===== src/ssl_pkg.sv =====
`timescale 1ns / 1ps
// ----------------------------------------------------------------------------
// ssl_pkg
// Shared types and constants of the six-channel servo slew limiter.
// ----------------------------------------------------------------------------
package ssl_pkg;

  localparam int CHANNELS = 6;
  localparam int SLOTS    = 6;
  localparam int ANGLE_W  = 12;

  typedef logic [ANGLE_W-1:0] angle_t;

  localparam angle_t ANGLE_MAX  = 12'd2880;
  localparam angle_t ANGLE_MID  = 12'd1440;
  localparam angle_t STEP_RESET = 12'd16;
  localparam angle_t STEP_MIN   = 12'd1;

  typedef enum logic {
    CMD_LOAD = 1'b0,
    CMD_TICK = 1'b1
  } cmd_t;

  typedef enum logic [1:0] {
    REG_STEP   = 2'd0,
    REG_INVERT = 2'd1
  } reg_index_t;

  typedef struct packed {
    logic   cmd;
    angle_t target_a;
    angle_t target_b;
    angle_t target_c;
    angle_t target_d;
    angle_t target_e;
    angle_t target_f;
  } ssl_in_t;

  typedef struct packed {
    angle_t drive_a;
    angle_t drive_b;
    angle_t drive_c;
    angle_t drive_d;
    angle_t drive_e;
    angle_t drive_f;
    logic   settled;
  } ssl_out_t;

  typedef struct packed {
    logic load;
    logic tick;
  } lane_ctl_t;

endpackage


===== src/six_channel_servo_slew_limiter.sv =====
`timescale 1ns / 1ps
// ----------------------------------------------------------------------------
// six_channel_servo_slew_limiter
// Six servo channels ramp toward loaded goal angles by a programmable step.
// ----------------------------------------------------------------------------
// Angles are 1/16 degree, 0 to 2880. A load item (cmd 0) stores six goals,
// saturated at 2880, and produces no result. A tick item (cmd 1) moves each
// channel one step toward its goal, snapping onto it when closer than a step,
// and produces one result in the next cycle: the six angles, mirrored per the
// invert mask, and settled when every channel was already on its goal. The
// six lanes run in parallel, so one item is taken every cycle while the
// output register is free or being drained. Register 0 is the step (0 reads
// as 1, values above 2880 as 2880), register 1 the invert mask. The
// configuration port is always ready.
// ----------------------------------------------------------------------------
module six_channel_servo_slew_limiter
  import ssl_pkg::*;
(
  input  logic       clk,
  input  logic       rst,
  input  logic       in_valid,
  output logic       in_ready,
  input  ssl_in_t    in_data,
  output logic       out_valid,
  input  logic       out_ready,
  output ssl_out_t   out_data,
  input  logic       cfg_valid,
  output logic       cfg_ready,
  input  logic [1:0] cfg_index,
  input  angle_t     cfg_data
);

  angle_t             step;
  logic   [SLOTS-1:0] invert_mask;
  logic               in_accept;
  logic               tick;
  lane_ctl_t          ctl;
  angle_t [SLOTS-1:0] targets;
  angle_t [SLOTS-1:0] drives;
  logic   [SLOTS-1:0] on_goal;

  assign cfg_ready = 1'b1;
  assign in_ready  = !out_valid || out_ready;
  assign in_accept = in_valid && in_ready;
  assign tick      = in_accept && (in_data.cmd == CMD_TICK);
  assign ctl.load  = in_accept && (in_data.cmd == CMD_LOAD);
  assign ctl.tick  = tick;

  assign targets[0] = in_data.target_a;
  assign targets[1] = in_data.target_b;
  assign targets[2] = in_data.target_c;
  assign targets[3] = in_data.target_d;
  assign targets[4] = in_data.target_e;
  assign targets[5] = in_data.target_f;

  always_ff @(posedge clk) begin
    if (rst) begin
      step        <= STEP_RESET;
      invert_mask <= '0;
    end else if (cfg_valid && cfg_ready) begin
      case (cfg_index)
        REG_STEP: begin
          if (cfg_data == '0) begin
            step <= STEP_MIN;
          end else if (cfg_data > ANGLE_MAX) begin
            step <= ANGLE_MAX;
          end else begin
            step <= cfg_data;
          end
        end
        REG_INVERT: begin
          invert_mask <= cfg_data[SLOTS-1:0];
        end
        default: begin
        end
      endcase
    end
  end

  for (genvar i = 0; i < SLOTS; i++) begin : g_lane
    if (i < CHANNELS) begin : g_active
      ssl_lane u_lane (
        .clk        (clk),
        .rst        (rst),
        .ctl        (ctl),
        .target     (targets[i]),
        .step       (step),
        .invert     (invert_mask[i]),
        .drive_next (drives[i]),
        .match      (on_goal[i])
      );
    end else begin : g_idle
      assign drives[i]  = '0;
      assign on_goal[i] = 1'b1;
    end
  end

  ssl_merge u_merge (
    .clk       (clk),
    .rst       (rst),
    .tick      (tick),
    .drives    (drives),
    .on_goal   (on_goal),
    .out_valid (out_valid),
    .out_ready (out_ready),
    .out_data  (out_data)
  );

  assert property (@(posedge clk) disable iff (rst) tick |=> out_valid)
    else $error("tick item produced no result");
  assert property (@(posedge clk) disable iff (rst)
    (ctl.load && out_valid && out_ready) |=> !out_valid)
    else $error("load item produced a result");
  assert property (@(posedge clk) disable iff (rst)
    (step != '0) && (step <= ANGLE_MAX))
    else $error("step register out of range");

endmodule


===== src/ssl_lane.sv =====
`timescale 1ns / 1ps
// ----------------------------------------------------------------------------
// ssl_lane
// One channel: goal and present angle, one slew step per tick, output mirror.
// ----------------------------------------------------------------------------
module ssl_lane
  import ssl_pkg::*;
(
  input  logic      clk,
  input  logic      rst,
  input  lane_ctl_t ctl,
  input  angle_t    target,
  input  angle_t    step,
  input  logic      invert,
  output angle_t    drive_next,
  output logic      match
);

  angle_t goal;
  angle_t present;
  angle_t present_next;
  angle_t gap_up;
  angle_t gap_down;

  assign match    = (present == goal);
  assign gap_up   = goal - present;
  assign gap_down = present - goal;

  always_comb begin
    if (match) begin
      present_next = present;
    end else if (goal > present) begin
      present_next = (gap_up < step) ? goal : present + step;
    end else begin
      present_next = (gap_down < step) ? goal : present - step;
    end
  end

  assign drive_next = invert ? ANGLE_MAX - present_next : present_next;

  always_ff @(posedge clk) begin
    if (rst) begin
      goal    <= ANGLE_MID;
      present <= ANGLE_MID;
    end else begin
      if (ctl.load) begin
        goal <= (target > ANGLE_MAX) ? ANGLE_MAX : target;
      end
      if (ctl.tick) begin
        present <= present_next;
      end
    end
  end

  assert property (@(posedge clk) disable iff (rst) present <= ANGLE_MAX)
    else $error("present angle out of range");
  assert property (@(posedge clk) disable iff (rst) goal <= ANGLE_MAX)
    else $error("goal angle out of range");
  assert property (@(posedge clk) disable iff (rst)
    (ctl.tick && !ctl.load && !match) |=> (present != $past(present)))
    else $error("unsettled lane did not move on tick");

endmodule


===== src/ssl_merge.sv =====
`timescale 1ns / 1ps
// ----------------------------------------------------------------------------
// ssl_merge
// Combine lane results into one item and hold it in the output register.
// ----------------------------------------------------------------------------
module ssl_merge
  import ssl_pkg::*;
(
  input  logic                 clk,
  input  logic                 rst,
  input  logic                 tick,
  input  angle_t [SLOTS-1:0]   drives,
  input  logic   [SLOTS-1:0]   on_goal,
  output logic                 out_valid,
  input  logic                 out_ready,
  output ssl_out_t             out_data
);

  ssl_out_t item_next;

  always_comb begin
    item_next.drive_a = drives[0];
    item_next.drive_b = drives[1];
    item_next.drive_c = drives[2];
    item_next.drive_d = drives[3];
    item_next.drive_e = drives[4];
    item_next.drive_f = drives[5];
    item_next.settled = &on_goal;
  end

  always_ff @(posedge clk) begin
    if (rst) begin
      out_valid <= 1'b0;
    end else if (tick) begin
      out_valid <= 1'b1;
    end else if (out_ready) begin
      out_valid <= 1'b0;
    end
  end

  always_ff @(posedge clk) begin
    if (tick) begin
      out_data <= item_next;
    end
  end

endmodule

===== config.mk =====
export PLATFORM = sky130hd
export DESIGN_NAME = six_channel_servo_slew_limiter
export DESIGN_NICKNAME = d
export VERILOG_FILES = /design/src/ssl_pkg.sv /design/src/six_channel_servo_slew_limiter.sv /design/src/ssl_lane.sv /design/src/ssl_merge.sv
export SDC_FILE = /design/constraint.sdc
export NUM_CORES = 1
export LEC_CHECK = 0
export BUFFER_PORTS_ARGS = -buffer_cell sky130_fd_sc_hd__buf_2
export CAP_MARGIN = 20
export CORE_MARGIN = 4
export CORE_UTILIZATION = 64
export DETAILED_ROUTE_END_ITERATION = 10
export GPL_TIMING_DRIVEN = 1
export PLACE_DENSITY = 0.86
export SLEW_MARGIN = 20
export SYNTH_ARGS = -nofsm -noshare
export SYNTH_HDL_FRONTEND = slang
export SYNTH_SLANG_ARGS = --single-unit

===== constraint.sdc =====
create_clock -name clk -period 5.69 [get_ports clk]
set_clock_uncertainty 0.2 [all_clocks]
set_input_delay 0.569 -clock clk [delete_from_list [all_inputs] [get_ports clk]]
set_output_delay 0.569 -clock clk [all_outputs]
set_load 0.1 [all_outputs]

=== Word-level counts from Yosys, hierarchy flattened ===
Index checks and enable logic that the tools add are counted.

* Bits in registers: 236
* Bits in latches: 0
* Bits in writable memories: 0
* Memory bits (read-only): 0
* Input bits: 92
* Word-level logic and storage cells: 136
* Memories: 0

* Add/subtract/negate cells: 30
* Multiply operators: 0
* Div/mod/pow operators: 0
* $lt $le $gt $ge: 25
* Equal/unequal tests: 7
* Shift-type cells: 0
* Mux-type cells: 40
* Bitwise operators: 1
* Reductions and logical operators: 11

{| class="wikitable"
|+ Operators by type and width
! operator !! count
|-
| 2-to-1 mux 12 bit || 38
|-
| subtractor 12 bit || 18
|-
| less-than comparator 12 bit || 12
|-
| > comparator 12 bit (second input constant) || 7
|-
| adder 12 bit || 6
|-
| equality test 12 bit || 6
|-
| > comparator 12 bit || 6
|-
| subtractor 12 bit (first input constant) || 6
|-
| zero test 12 bit || 1
|-
| AND reduction 6 bit || 1
|-
| AND reduction 2 bit || 2
|-
| logical AND 1 bit || 3
|-
| equality test 2 x 1 -> 1 bit (second input constant) || 1
|-
| zero test 2 bit || 1
|-
| 2-to-1 mux 1 bit || 2
|-
| nonzero test 2 bit || 1
|-
| zero test 1 bit || 1
|-
| logical OR 1 bit || 1
|-
| inverter 1 bit || 1
|}

=== Longest topological paths before layout ===
* Word-level depth: 7
* Mapped depth: 28
* Depth with buffers taken out: 27

=== Cells and area by module ===
Synthesis repeated with hierarchy kept, for this count alone.

* Cell total of the unflattened synthesis: 3427
* Area total of the unflattened synthesis: 27923.0 um2

{| class="wikitable"
|+ Modules (own cells, without submodules)
! module !! instances !! cells each !! area an instance (um2) !! sequential area each (um2)
|-
| ssl_lane (g_lane[2].g_active.u_lane ...) || 2 || 548 || 4167.7 || 480.5
|-
| ssl_lane (g_lane[4].g_active.u_lane) || 1 || 571 || 4301.6 || 480.5
|-
| ssl_lane (g_lane[0].g_active.u_lane) || 1 || 557 || 4199.0 || 480.5
|-
| ssl_lane (g_lane[5].g_active.u_lane) || 1 || 513 || 4011.3 || 480.5
|-
| ssl_lane (g_lane[1].g_active.u_lane) || 1 || 519 || 3978.8 || 480.5
|-
| ssl_merge || 1 || 80 || 2244.7 || 2212.1
|-
| six_channel_servo_slew_limiter || 1 || 91 || 852.1 || 360.3
|}

=== Least setup slack after synthesis ===
OpenSTA, ideal clock, no wires.

* Path kind: register to register
* From: reg u_merge.out_valid
* To: reg u_merge.out_data[0] (netlist name)
* Setup time: 0.466 ns
* Arrival time: 4.554 ns
* Setup slack: 0.470 ns
* Cell stages (with the launch flop): 6
* Buffers on the path: 2
* Period minus slack after synthesis: 5.220 ns
* Cell sequence: dfxtp_1 -> nand2b_1 -> nand3_1 -> inv_1 -> clkbuf_1 -> buf_1

{| class="wikitable"
|+ RTL lines
! item !! RTL line !! source
|-
| start, declared || ssl_merge.sv:14 || <nowiki>output logic out_valid,</nowiki>
|-
| start signal, assigned || ssl_merge.sv:33 || <nowiki>out_valid <= 1'b0;</nowiki>
|-
| start signal, assigned || ssl_merge.sv:35 || <nowiki>out_valid <= 1'b1;</nowiki>
|-
| start signal, assigned || ssl_merge.sv:37 || <nowiki>out_valid <= 1'b0;</nowiki>
|}

==> flow_summary.json <==
{
  "antenna_found_initial": 0,
  "worstPathRequired_ps": 5810,
  "min_path_cells": 3,
  "synth_fa_ha_area_share_pct": 20.8,
  "grt_pass1_wl_mm": 147,
  "maxSlewHeadroom_pct": 25.1,
  "fillers": 3178,
  "synth_top_family_by_area": "compound AO/OA/AOI/OAI gates",
  "gp_congestion": 1.04,
  "pre_cts_ws_ps": 12.9,
  "netSwitchingPower_w": 0.00944,
  "syn_inst": 3349,
  "numCtsBuffers": 29,
  "io_buffers": 166,
  "seq_area_um2": 5460,
  "rrSetupSlack_ps": 110,
  "dieArea_um2": 45400,
  "drtIter0Drc": 3124,
  "multiInputGateArea_um2": 20100,
  "fmax_mhz": 179,
  "cts_sinks": 236,
  "min_to": "g_lane[2].g_active.u_lane.goal[4]",
  "max-vdd-ir-drop_v": 0.000409,
  "critPathKind": "reg2reg",
  "min_from": "in_data[40]",
  "synth.area.top_cells": "ha_1 (19%), dfxtp_1 (12%), edfxtp_1 (8.1%)",
  "final_layout_size_suffix_gt1_share_pct": 13.3,
  "hp-class": "in2reg",
  "dpl.hpwl_mm": 73.9,
  "io_pins": 168,
  "path_max_fanout": 6,
  "drc": 0,
  "maxCapViolations": 0,
  "avgSynthCellArea_um2": 8.04,
  "netlist_area_um2": 26900,
  "via_count": 27684,
  "via_per_inst": 6.73,
  "powerDensity_nw_per_um2": 589,
  "synth_commonest_cells": "ha_1 (408), nor2_1 (298), a21oi_1 (290)",
  "h-tree-depth": 1,
  "synth_seq_area_share_pct": 20.3,
  "setup.worst_path.end_class": "register",
  "grt_pass1_vias": 25933,
  "yosysTopAreaCell": "ha_1",
  "gr-usage-all-layers_pct": 40.9,
  "synth_top_area_share_pct": 19.0,
  "detail_route.wl_per_cell_um": 23.8,
  "r2r_cells": 26,
  "wl_mm": 97.8,
  "critical_path_arrival_ps": 5700,
  "synthMuxAreaShare_pct": 2.03,
  "firstDrtPassIters": 6,
  "die_w_um": 213,
  "p_comb_share_pct": 74.6,
  "postSynth.asyncResetShare_pct": 0,
  "syn_to_final_growth_pct": 12.8,
  "start_util_pct": 65.3,
  "clockBufferDepth": 3,
  "grt_max_degree": 123,
  "synth_ff_type": "dfxtp_1",
  "insertion_delay_ps": 620,
  "layout.nets": 4081,
  "design_power_total_w": 0.0179,
  "cts_tree": "yes",
  "drtAntennaViolNets": 0,
  "clockRootBuffer": "clkbuf_16",
  "pwr-share-seq_pct": 14.1,
  "finalHoldViolations": 0,
  "intPower_w": 0.00843,
  "synth_edf_count": 73,
  "layout_min_cycle_time_ps": 5580,
  "run_status": "completed",
  "clk_pin_slew_ps": 60,
  "rows": 74,
  "die_y_um": 213,
  "slew_violations": 0,
  "rr_endpoint": "u_merge.out_data[12]",
  "grt-ovfl-total": 0,
  "p_clk_share_pct": 11.3,
  "rsz0062_at_grt": "true",
  "synth_compound_gate_area_share_pct": 26.3,
  "synth_warnings": 0,
  "timing.rr.start": "g_lane[5].g_active.u_lane.present[0]",
  "switching_share_pct": 52.8,
  "syn-num-nets": 3873,
  "setup_viol": 0,
  "core_um2": 41200,
  "synth-xor-area-share_pct": 8.92,
  "synth-simple-area-share_pct": 15.5,
  "post-route-period-util_pct": 98.1,
  "tightest_slew_ps": 1120,
  "cp-start-kind": "register",
  "synth_cell_types": 100,
  "leakagePower_nw": 13.4,
  "synth.most_common_cell": "ha_1",
  "synth-seq-cells": 236,
  "layout_setup_ws_ps": 108
}
## cells in the final DEF, fill, tap and decap left out, types with 28 or more instances in the layout
cell,Yosys,routed
a22oi_1,53,50
buf_4,3,151
a21o_1,82,82
nor2_1,298,295
o211ai_1,85,85
nand3_1,63,62
o21ai_0,99,92
ha_1,408,406
inv_1,269,268
dfxtp_1,163,160
nor2b_1,43,43
mux2i_1,49,47
a221oi_1,32,28
xnor2_1,182,182
nor3_1,73,69
a21oi_1,290,271
xor2_1,92,92
nand4_1,31,31
o21bai_1,71,68
nand2_1,241,240
clkbuf_16,0,29
a31oi_1,30,28
a211oi_1,64,61
buf_2,34,165
edfxtp_1,73,73
## layer usage
layer	routed length, um	part of all wire, %	vias to the layer above	track usage [%]
li1	-	-	12540	-
met1	38900	40	12978	56.2
met2	41500	42	1798	62.3
met3	11800	12	368	8.23
met4	5640	5.8	0	18.5
met5	0	0	-	0
## critical path: stages, from the launching register on
cell      delay (ps)
dfxtp_1          380
inv_1            120
ha_1             150
inv_1             60
fa_1             400
a21o_2           220
a21oi_2          170
o21bai_1         120
a21oi_2          190
o21bai_1         110
a21oi_2          210
o21bai_1          80
a21oi_1          180
xnor2_1          110
ha_1             310
nand4_1          160
a2111o_1         430
o211ai_1         110
buf_4            170
buf_4            150
nand2_1          110
o22ai_1          160
o31a_1           330
a41oi_2          190
o21ai_2          180
o211ai_2          90
xor2_1           190
## power groups by stage
stage                     Combinational (W)  Sequential (W)  Clock [W]
after global routing                 0.0143         0.00254    0.00207
after floorplan                     0.00775         0.00376          0
final                                0.0133         0.00251    0.00202
after CTS                            0.0124         0.00250    0.00202
after global placement               0.0120         0.00252          0
after detailed placement             0.0123         0.00253          0
## state kept, by name, summed over array words and instances, names as in the netlist
| name | count |
|---|---|
| u_merge.out_valid | 1 |
| invert_mask | 6 |
| g_lane.g_active.u_lane.present | 72 |
| g_lane.g_active.u_lane.goal | 72 |
| step | 12 |
| u_merge.out_data | 73 |
## worst max-delay path by stage
stage | startpoint | endpoint | slack, ps | depth (start not counted)
final | g_lane[5].g_active.u_lane.present[0] | u_merge.out_data[12] | 110 | 26
after global placement | g_lane[5].g_active.u_lane.present[0] | u_merge.out_data[12] | 120 | 25
after CTS | g_lane[5].g_active.u_lane.present[0] | u_merge.out_data[12] | 30 | 25
after floorplan | u_merge.out_valid | u_merge.out_data[0] | 470 | 5
after detailed placement | g_lane[5].g_active.u_lane.present[0] | u_merge.out_data[12] | 10 | 25
after global routing | g_lane[1].g_active.u_lane.present[0] | u_merge.out_data[60] | -50 | 26
## through the flow
stage / setup TNS (ps) / std cells / area, um2 / hold WS (ps) / util [%]
global placement: 0 / 4029 / 28800 / 283 / 69.9
CTS: 0 / 4094 / 29900 / 2.91 / 72.6
detailed placement: 0 / 4029 / 28800 / 284 / 69.9
global route: -61.0 / 4112 / 30300 / 33.3 / 73.6
floorplan: 0 / 3349 / 26900 / 253 / -
finish: 0 / 4114 / 30300 / 22.0 / 73.7
## area by class of cell
type	count	area share [%]
repair buffers	327	6.82
flip-flops and latches	236	18.0
multi-input cells	2691	66.3
clock buffers	41	2.67
clock inverters	13	0.647
inverters	272	3.38
well taps	532	2.19
diodes	2	0.0165
## cell families (layout without fill, tap and decap cells)
kind of cell	after synthesis	count (layout)
and+or+nand+nor	895	895
other	1	3
xor gates and xnor gates	274	274
adders and majority gates	432	432
AOI/OAI and AO/OA	1035	1035
muxes	54	54
buffers and inverters	422	653
DFF	236	236
## what timing repair did
action / 4_1_cts / 5_1_grt
hold endpoints to repair: 11 / 0
pin swaps: 0 / 21
buffers inserted: 0 / 18
hold buffers: 11 / 0
gates resized for setup: 1 / 72
setup endpoints to repair: 1 / 46
No activity file was read; power rests on OpenSTA's default activity.
